<file path="src/rtl/vufilt_pkg.sv">
// Shared types and constants of the VLAN / UDP port frame filter.
package vufilt_pkg;

	// Header constants
	localparam logic [15:0] TPID_VLAN  = 16'h8100;
	localparam logic [15:0] TYPE_IPV4  = 16'h0800;
	localparam logic [7:0]  PROTO_UDP  = 8'd17;

	// Register reset values
	localparam logic [15:0] TAG_RESET  = 16'd103;
	localparam logic [15:0] PORT_RESET = 16'd123;

	// Register indexes of the configuration port
	localparam logic REG_TAG  = 1'b0;
	localparam logic REG_PORT = 1'b1;

	// Reason for a verdict
	typedef enum logic [1:0] {
		CAUSE_PASS = 2'd0,
		CAUSE_TAG  = 2'd1,
		CAUSE_PORT = 2'd2
	} cause_t;

	// Verdict handed from the header tracker to the output register
	typedef struct packed {
		logic   drop;
		cause_t cause;
	} verdict_t;

endpackage

</file>
<file path="src/rtl/vufilt_hdr.sv">
// Header field capture per byte offset and the frame verdict on the last byte.
module vufilt_hdr (
	input  logic                 clk,
	input  logic                 arst_n,
	input  logic                 advance,
	input  logic [7:0]           frame_byte,
	input  logic                 end_of_frame,
	input  logic [15:0]          blocked_tag_control,
	input  logic [15:0]          blocked_udp_port,
	output vufilt_pkg::verdict_t verdict
);
	import vufilt_pkg::*;

	localparam logic [5:0] OFF_MAX      = 6'd63;
	localparam logic [5:0] OFF_TYPE_HI  = 6'd12;
	localparam logic [5:0] OFF_TYPE_LO  = 6'd13;
	localparam logic [5:0] OFF_TCI_HI   = 6'd14;
	localparam logic [5:0] OFF_TCI_LO   = 6'd15;
	localparam logic [5:0] OFF_INNER_HI = 6'd16;
	localparam logic [5:0] OFF_INNER_LO = 6'd17;
	localparam logic [5:0] BASE_PLAIN   = 6'd14;
	localparam logic [5:0] BASE_TAGGED  = 6'd18;
	localparam logic [5:0] REL_PROTO    = 6'd9;
	localparam logic [5:0] REL_SPORT    = 6'd20;
	localparam logic [5:0] REL_DPORT    = 6'd22;
	// Last-byte offsets needed before a check applies (length minus one)
	localparam logic [5:0] LAST_ETH     = 6'd13;
	localparam logic [5:0] LAST_VLAN    = 6'd17;
	localparam logic [5:0] LAST_UDP_PL  = 6'd41;
	localparam logic [5:0] LAST_UDP_TG  = 6'd45;

	logic [5:0]  off_q;
	logic [15:0] outer_q, tci_q, inner_q, sport_q, dport_q;
	logic [7:0]  proto_q;

	logic [15:0] outer_d, tci_d, inner_d, sport_d, dport_d;
	logic [7:0]  proto_d;
	logic        is_vlan;
	logic [5:0]  ip_base;
	logic        ipv4;
	logic        tag_hit;
	logic        port_hit;

	// Capture the fields that sit at this byte's offset
	always_comb begin
		is_vlan = (outer_q == TPID_VLAN);
		ip_base = is_vlan ? BASE_TAGGED : BASE_PLAIN;
		outer_d = outer_q;
		tci_d   = tci_q;
		inner_d = inner_q;
		proto_d = proto_q;
		sport_d = sport_q;
		dport_d = dport_q;
		if (off_q == OFF_TYPE_HI || off_q == OFF_TYPE_LO) begin
			outer_d = {outer_q[7:0], frame_byte};
		end else if (is_vlan && (off_q == OFF_TCI_HI || off_q == OFF_TCI_LO)) begin
			tci_d = {tci_q[7:0], frame_byte};
		end else if (is_vlan && (off_q == OFF_INNER_HI || off_q == OFF_INNER_LO)) begin
			inner_d = {inner_q[7:0], frame_byte};
		end
		if (off_q == ip_base + REL_PROTO) begin
			proto_d = frame_byte;
		end else if (off_q == ip_base + REL_SPORT || off_q == ip_base + REL_SPORT + 6'd1) begin
			sport_d = {sport_q[7:0], frame_byte};
		end else if (off_q == ip_base + REL_DPORT || off_q == ip_base + REL_DPORT + 6'd1) begin
			dport_d = {dport_q[7:0], frame_byte};
		end
	end

	// Judge the frame from the fields including this byte
	always_comb begin
		ipv4     = 1'b0;
		tag_hit  = 1'b0;
		port_hit = 1'b0;
		if (off_q >= LAST_ETH) begin
			if (outer_d == TPID_VLAN) begin
				if (off_q >= LAST_VLAN) begin
					if (tci_d == blocked_tag_control) begin
						tag_hit = 1'b1;
					end else begin
						ipv4 = (inner_d == TYPE_IPV4);
					end
				end
				port_hit = ipv4 && off_q >= LAST_UDP_TG;
			end else begin
				ipv4     = (outer_d == TYPE_IPV4);
				port_hit = ipv4 && off_q >= LAST_UDP_PL;
			end
		end
		port_hit = port_hit && proto_d == PROTO_UDP &&
			(sport_d == blocked_udp_port || dport_d == blocked_udp_port);
		priority if (tag_hit) begin
			verdict.cause = CAUSE_TAG;
		end else if (port_hit) begin
			verdict.cause = CAUSE_PORT;
		end else begin
			verdict.cause = CAUSE_PASS;
		end
		verdict.drop = tag_hit || port_hit;
	end

	// Advance the offset and fields; clear them after the last byte
	always_ff @(posedge clk or negedge arst_n) begin
		if (!arst_n) begin
			off_q   <= '0;
			outer_q <= '0;
			tci_q   <= '0;
			inner_q <= '0;
			proto_q <= '0;
			sport_q <= '0;
			dport_q <= '0;
		end else if (advance) begin
			if (end_of_frame) begin
				off_q   <= '0;
				outer_q <= '0;
				tci_q   <= '0;
				inner_q <= '0;
				proto_q <= '0;
				sport_q <= '0;
				dport_q <= '0;
			end else begin
				if (off_q != OFF_MAX) begin
					off_q <= off_q + 6'd1;
				end
				outer_q <= outer_d;
				tci_q   <= tci_d;
				inner_q <= inner_d;
				proto_q <= proto_d;
				sport_q <= sport_d;
				dport_q <= dport_d;
			end
		end
	end

	// Offset saturates and never wraps
	a_off_sat: assert property (@(posedge clk) disable iff (!arst_n)
		$past(off_q) == OFF_MAX && !$past(advance && end_of_frame) |-> off_q == OFF_MAX)
		else $error("byte offset left saturation");

	// A frame ends with the tracker cleared
	a_clear: assert property (@(posedge clk) disable iff (!arst_n)
		advance && end_of_frame |=> off_q == '0 && outer_q == '0)
		else $error("tracker not cleared after last byte");

	// A drop always carries a cause
	a_drop_cause: assert property (@(posedge clk) disable iff (!arst_n)
		verdict.drop == (verdict.cause != CAUSE_PASS))
		else $error("drop flag disagrees with cause");

endmodule

</file>
<file path="src/rtl/vlan_udp_port_frame_filter_core.sv">
// Top level of the VLAN / UDP port frame filter: input stage, tracker, verdict register.
//
// Frame bytes enter on the s_ stream, one word per byte with s_tlast on the final byte,
// at a rate of one byte per clock while no held verdict stalls a last byte. Each byte is
// taken into an input register, from which the header tracker captures fields at fixed
// offsets (EtherType at 12-13, VLAN tag and inner type at 14-17, IPv4 protocol and UDP
// ports behind a fixed 20-byte IPv4 header) and, on the last byte, forms a verdict that
// is loaded into the output register once that is free; the verdict word on m_tdata is
// driven from it. A held verdict stalls only a next last byte; other bytes flow on. Frames
// with a tag control word equal to register 0 are dropped with cause 1, UDP datagrams
// whose source or destination port equals register 1 are dropped with cause 2, all
// other frames, truncated ones too, pass with cause 0. Registers are written through
// cfg_we / cfg_index / cfg_data and take effect at once; write them between frames.
module vlan_udp_port_frame_filter_core (
	input  logic        clk,
	input  logic        arst_n,
	// Frame byte stream
	input  logic        s_tvalid,
	output logic        s_tready,
	input  logic [7:0]  s_tdata,   // [7:0] frame_byte
	input  logic        s_tlast,   // end_of_frame
	// Verdict stream
	output logic        m_tvalid,
	input  logic        m_tready,
	output logic [7:0]  m_tdata,   // [0] drop_frame, [2:1] verdict_cause, [7:3] zero
	// Configuration write port
	input  logic        cfg_we,
	input  logic        cfg_index,
	input  logic [15:0] cfg_data
);
	import vufilt_pkg::*;

	logic        s1_valid;
	logic [7:0]  byte_s1;
	logic        last_s1;
	logic        s1_adv;
	logic        out_free;
	logic        out_valid_q;
	verdict_t    verdict;
	verdict_t    verdict_q;
	logic [15:0] tag_q;
	logic [15:0] port_q;

	// Handshake: the input stage moves unless a last byte meets a held verdict not yet taken
	assign out_free = !out_valid_q || m_tready;
	assign s1_adv   = s1_valid && (!last_s1 || out_free);
	assign s_tready = !s1_valid || s1_adv;

	// Configuration registers
	always_ff @(posedge clk or negedge arst_n) begin
		if (!arst_n) begin
			tag_q  <= TAG_RESET;
			port_q <= PORT_RESET;
		end else if (cfg_we) begin
			unique case (cfg_index)
				REG_TAG:  tag_q  <= cfg_data;
				REG_PORT: port_q <= cfg_data;
				default:  ;
			endcase
		end
	end

	// Input stage valid
	always_ff @(posedge clk or negedge arst_n) begin
		if (!arst_n) begin
			s1_valid <= 1'b0;
		end else if (s_tready) begin
			s1_valid <= s_tvalid;
		end
	end

	// Input stage payload
	always_ff @(posedge clk) begin
		if (s_tvalid && s_tready) begin
			byte_s1 <= s_tdata;
			last_s1 <= s_tlast;
		end
	end

	vufilt_hdr u_hdr (
		.clk                 (clk),
		.arst_n              (arst_n),
		.advance             (s1_adv),
		.frame_byte          (byte_s1),
		.end_of_frame        (last_s1),
		.blocked_tag_control (tag_q),
		.blocked_udp_port    (port_q),
		.verdict             (verdict)
	);

	// Output register valid
	always_ff @(posedge clk or negedge arst_n) begin
		if (!arst_n) begin
			out_valid_q <= 1'b0;
		end else if (out_free) begin
			out_valid_q <= s1_adv && last_s1;
		end
	end

	// Output register payload
	always_ff @(posedge clk) begin
		if (s1_adv && last_s1) begin
			verdict_q <= verdict;
		end
	end

	assign m_tvalid = out_valid_q;
	assign m_tdata  = {5'b0, verdict_q.cause, verdict_q.drop};

	// A new verdict only follows a last byte leaving the input stage
	a_out_src: assert property (@(posedge clk) disable iff (!arst_n)
		$rose(out_valid_q) |-> $past(s1_valid && last_s1))
		else $error("verdict without a last byte");

	// A stalled input stage keeps its byte
	a_s1_hold: assert property (@(posedge clk) disable iff (!arst_n)
		s1_valid && !s1_adv |=> s1_valid && $stable(byte_s1) && $stable(last_s1))
		else $error("input stage lost its byte");

	// A last byte never overwrites a verdict not yet taken
	a_no_overrun: assert property (@(posedge clk) disable iff (!arst_n)
		s1_adv && last_s1 |-> out_free)
		else $error("verdict overrun");

endmodule
</file>
<file path="config.mk">
export PLATFORM = sky130hd
export DESIGN_NAME = vlan_udp_port_frame_filter_core
export DESIGN_NICKNAME = d
export VERILOG_FILES = /design/src/rtl/vufilt_pkg.sv /design/src/rtl/vufilt_hdr.sv /design/src/rtl/vlan_udp_port_frame_filter_core.sv
export SDC_FILE = /design/constraint.sdc
export NUM_CORES = 1
export LEC_CHECK = 0
export ABC_AREA = 0
export BUFFER_PORTS_ARGS = -buffer_cell sky130_fd_sc_hd__buf_2
export CORE_MARGIN = 5
export CORE_UTILIZATION = 50
export CTS_CLUSTER_DIAMETER = 50
export CTS_CLUSTER_SIZE = 12
export DETAILED_ROUTE_END_ITERATION = 7
export PLACE_DENSITY = 0.75
export SLEW_MARGIN = 20
export SYNTH_ARGS = -nofsm -noshare
export SYNTH_HDL_FRONTEND = slang
export SYNTH_HIERARCHICAL = 1
export SYNTH_SLANG_ARGS = --single-unit
</file>
<file path="constraint.sdc">
create_clock -name clk -period 3.75 [get_ports clk]
set_input_delay 1.125 -clock clk [delete_from_list [all_inputs] [get_ports clk]]
set_output_delay 1.125 -clock clk [all_outputs]
set_load 0.02 [all_outputs]
</file>
# Yosys cells after proc, flatten, opt, wreduce, memory -nomap -nowiden
# Cells that the tools add are included.
# word_totals
in_bits	31
out_inout_bits	10
register_bits	140
word_cells	104
# classes
muxes	32
bitwise	1
n_lt_le_gt_ge	4
eq_ne	20
n_reduce_logical	26
addsub	6
# ops
cell	n
2-to-1 mux 16 bit	16
equality test 16 bit	3
equality test 16 x 12 -> 1 bit, second input constant	2
equality test 16 bit, second input constant	2
equality test 6 bit	5
equality test 6 x 4 -> 1 bit, second input constant	4
adder 6 x 1 -> 6 bit, second input constant	3
2-to-1 mux 8 bit	2
adder 6 x 5 -> 6 bit, second input constant	2
equality test 6 x 5 -> 1 bit, second input constant	2
greater-or-equal comparator 6 bit, second input constant	2
2-to-1 mux 6 bit	2
logical OR 1 bit	10
2-to-1 mux 1 bit	10
logical AND 1 bit	9
equality test 8 x 5 -> 1 bit, second input constant	1
adder 6 x 4 -> 6 bit, second input constant	1
greater-or-equal comparator 6 x 4 -> 1 bit, second input constant	1
greater-or-equal comparator 6 x 5 -> 1 bit, second input constant	1
inequality test 6 bit, second input constant	1
AND reduction 2 bit	3
2-to-1 mux 5 bit	1
zero test 1 bit	3
2-to-1 mux 2 bit	1
2 further kinds	2

# Logic depth before layout (Yosys ltp)
# depth
ltp_word	17
ltp_mapped	11
ltp_nobuf	9

# Hierarchy
# Netlist, hierarchy kept.
# by_module_without_submodules
module	seq_area_each_um2	cells_each	area_per_inst_um2	instances
vufilt_hdr	2352.3	580	5811.8	1
vlan_udp_port_frame_filter_core	1224.9	97	1761.7	1

# Least setup slack after synthesis
# Ideal clock, no wire load.
# synth_timing
path_type	reg2reg
from	reg u_hdr.off_q[0]
to	reg verdict_q, in the netlist m_tdata[0] (data pin)
period_less_slack_ns	3.054
setup_slack_ns	0.696
setup_ns	0.180
arrival_ns	2.874
path_buffers	2
required_time_ns	3.570
path_stages_with_launch	12
cell_sequence	dfrtp_1 -> inv_1 -> ha_1 -> or2_1 -> clkbuf_1 -> nand3_1 -> or2_1 -> buf_6 -> or4b_1 -> a2111o_1 -> a211o_1 -> o41ai_2
# synth_lines
item	line	text
start: declaration	vufilt_hdr.sv:32	logic [5:0] off_q;
start signal: assignment	vufilt_hdr.sv:123	off_q <= off_q + 6'd1;
end signal: assignment	vlan_udp_port_frame_filter_core.sv:103	verdict_q <= verdict;
end: declaration	vlan_udp_port_frame_filter_core.sv:40	verdict_t verdict_q;

==> impl_metrics.toml <==
[min_path]
hold_class = "reg -> reg"
min_delay_path_depth = 1

[final_layout]
nNetsFinal = 743
flow.area_growth_from_synthesis_pct = 12.0
final_layout_size_suffix_gt1_share_pct = 20.6
diodes = 0
n_fill_cell = 1198
final_cell_count_no_fill = 908
finish.instance_area_mm2 = 0.00848

[cts]
clk_pin_slew_ns = 0.06
cts_resized = 0
htree_num_levels = 4
numCtsBuffers = 17
ctsHoldBuffers = 0
cts_root_buf = "clkbuf_16"
cts_num_sinks = 140
cts_tree = "done"
cts_post_setup_buffers_inserted = 0
clk_latency_ns = 0.43
max-clock-path-buffers = 2

[power_and_ir_drop]
power_per_cell_area_mw_per_mm2 = 444
p_total_mw = 3.77
leakagePower_nw = 3.56
vdd.ir_drop.worst_v = 0.000270

[setup_path]
worstPathRequired_ns = 3.98
path_class = "reg -> reg"
worst-endpoint-arrival_ns = 3.48
largest_incremental_delay_on_the_critical_path_ns = 0.48
timing.critical_path.fanout_max = 9
worst_path_cell_chain = "nor4_4 > nand4_4 > or2_1 > or4b_1 > a2111o_1 > a211o_1 > o41ai_2"
worst_setup_path_end_kind = "flip-flop"
cp-start-kind = "flip-flop"
timing.critical_path.slowest_stage_cell = "or4b_1"
reg2reg_depth = 7

[logic_synthesis]
dominantRegCellSynth = "dfrtp_1"
synth-edff-count = 12
synth.ff_latch_count = 140
ys_types = 80
postSynth.asyncResetShare_pct = 91.4
synth.yosys.warnings = 6
number_of_cells_produced_by_synthesis = 677
synth_seq_area_share_pct = 47.2
synth.largest_area_cell = "dfrtp_1"
synth.avg_cell_area_um2 = 11.2
post_synth_main_area_contributors = "dfrtp_1, a22o_1, edfxtp_1, xnor2_1, o2bb2ai_1"
synthesis.area_mm2 = 0.00757
synth_top_area_share_pct = 38.7

[floorplan]
floorplan.io_pins = 41
die-area_mm2 = 0.0177
dieWidth_um = 133
placeableCoreArea_mm2 = 0.0150
initial_standard_cell_utilization_of_the_core_pct = 50.4
core.rowCount = 45
die_height_um = 133

[sta]
tightest_slew_ns = 1.18
slew_headroom_pct = 21.2
final-max-slew-violation-count = 0
finClkSkew_ns = 0.00495
totalNegativeSetupSlack_ns = 0
finalHoldViolations = 0
setup_viol = 0
finalCriticalPeriod_ns = 3.25
timing.final.ws_setup_ns = 0.500
achievable-frequency_mhz = 308
post-route-period-util_pct = 86.7
rsz0062_at_grt = "false"

[global_routing]
grtUsageMet1_pct = 29.3
grt_pass1_wl_um = 31600
groute.layer.met2.usage_pct = 35.7
grt_start_max_net_pins = 80
groute.layer.met3.usage_pct = 5.10
gr-total-overflow = 0
antenna_found_initial = 0
globalRoute.busiestLayer = "met2"
groute.usage.overall_pct = 22.5
first_global_vias = 5890

[outcome]
run_status = "complete, no violations"

[route]
wirelength_um = 19700
drtIter0Drc = 610
first_pass_iters = 5
detail_route.drc_violations = 0
ant_nets = 0
via_count = 5900
viasPerCell = 6.50
detail_route.wl_per_cell_um = 21.7

[place]
dp_worst_setup_slack_ns = 0.580
hpwlAfterDp_um = 13400
dp_cells = 876
placement.cell_area_mm2 = 0.00795
io_buf_count = 35
globalplace.congestion = 0.967

[run]
cap_viol_max_count = 0
-- area by class of cell --
type                       count  area [um2]  area share (%)
tap                          188         235            2.77
clock inverter                14        98.8            1.17
multi-input combinational    467        3680            43.4
sequential                   140        3580            42.2
inverter                      21        78.8           0.929
timing repair buffer          60         378            4.46
clock buffer                  18         429            5.06
-- sequential cells by signal, indices dropped and copies added, names as in the netlist --
| name | flops |
|---|---|
| u_hdr/dport_q | 16 |
| m_tdata | 3 |
| u_hdr/tci_q | 16 |
| u_hdr/off_q | 6 |
| u_hdr/proto_q | 8 |
| port_q | 16 |
| m_tvalid | 1 |
| byte_s1 | 8 |
| last_s1 | 1 |
| u_hdr/sport_q | 16 |
| u_hdr/inner_q | 16 |
| tag_q | 16 |
| u_hdr/outer_q | 16 |
| s1_valid | 1 |
-- layer usage --
layer	vias up	part of all wire (%)
met5	-	0
met4	0	3.8
met3	64	6.2
met2	252	48
met1	2962	42
li1	2622	-
-- per-stage QoR --
stage	hold slack (ns)	util, %
5_1_grt	0.527	56.4
3_3_place_gp	0.490	52.9
4_1_cts	0.517	56.4
6_report	0.514	56.4
2_1_floorplan	0.470	-
3_5_place_dp	0.500	52.9
-- cells in the mapped netlist, types with 3 or more instances --
cell	count
dfrtp_1	117
a22o_1	50
clkbuf_1	42
xnor2_1	41
o2bb2ai_1	38
a22oi_1	37
xor2_1	26
mux2_2	23
inv_1	20
nor2_1	20
nand2_1	18
nand2b_1	16
a21oi_1	15
nand4_1	13
nor4_1	13
edfxtp_1	12
dfstp_2	11
mux2_4	10
nand3_1	10
nor2b_1	10
o21ai_0	10
mux2i_1	9
nor3_1	8
nor4b_1	7
buf_4	6
o22ai_1	6
ha_1	5
a2111oi_0	4
a31oi_1	4
and3_1	4
o2111ai_1	4
a211oi_1	3
nor3b_1	3
o221ai_1	3
-- path summary, 6_finish.rpt --
kind	from	slack, ns	end
max	u_hdr/outer_q[3]$_DFFE_PN0P_	0.50	m_tdata[0]$_DFFE_PP_
max in group asynchronous	arst_n	2.16	port_q[0]$_DFFE_PN1P_
min in group asynchronous	arst_n	0.73	u_hdr/inner_q[5]$_DFFE_PN0P_
min	u_hdr/proto_q[4]$_DFFE_PN0P_	0.51	u_hdr/proto_q[4]$_DFFE_PN0P_
min reg2reg	u_hdr/proto_q[4]$_DFFE_PN0P_	0.51	u_hdr/proto_q[4]$_DFFE_PN0P_
max reg2reg	u_hdr/outer_q[3]$_DFFE_PN0P_	0.50	m_tdata[0]$_DFFE_PP_
-- critical path, delay by kind of cell (launching register included) --
kind / cells / cell delay (ns)
simple gates: 4 / 1.50
compound gates: 3 / 1.10
flops: 1 / 0.45
-- power by group --
part	leakage [nW]	switching, mW	internal [mW]	total, mW
Clock	0.248	0.664	0.841	1.51
Combinational	1.50	0.288	0.227	0.515
Sequential	1.81	0.125	1.62	1.75
Total	3.56	1.08	2.69	3.77
-- cells by family (layout without fill, tap and decap cells) --
kind of cell,count (synthesis),count (layout),share of synthesized area [%]
AO/OA/AOI/OAI,200,200,21.0
AND/OR/NAND/NOR,148,148,12.2
flip-flops,140,140,47.2
buffers and inverters,74,113,4.41
XOR/XNOR,67,67,7.75
multiplexers,42,42,6.59
adder cells (fa/ha/maj),5,5,0.826
other,1,5,0.0495
-- layout by cell type, fill, tap and decap left out, drive strengths merged, types with 8 or more instances in the layout --
cell type    n
dfstp       11
a22oi       37
inv         23
nor4        16
nand3       10
nand4       14
xor2        26
clkbuf      18
nor2b       10
o2bb2ai     38
mux2        33
a21oi       15
buf         60
nor2        20
nand2       19
nand2b      16
o21ai       12
nor3         8
dfrtp      117
xnor2       41
a22o        50
edfxtp      12
mux2i        9
Power figures use the tool's default switching activity.
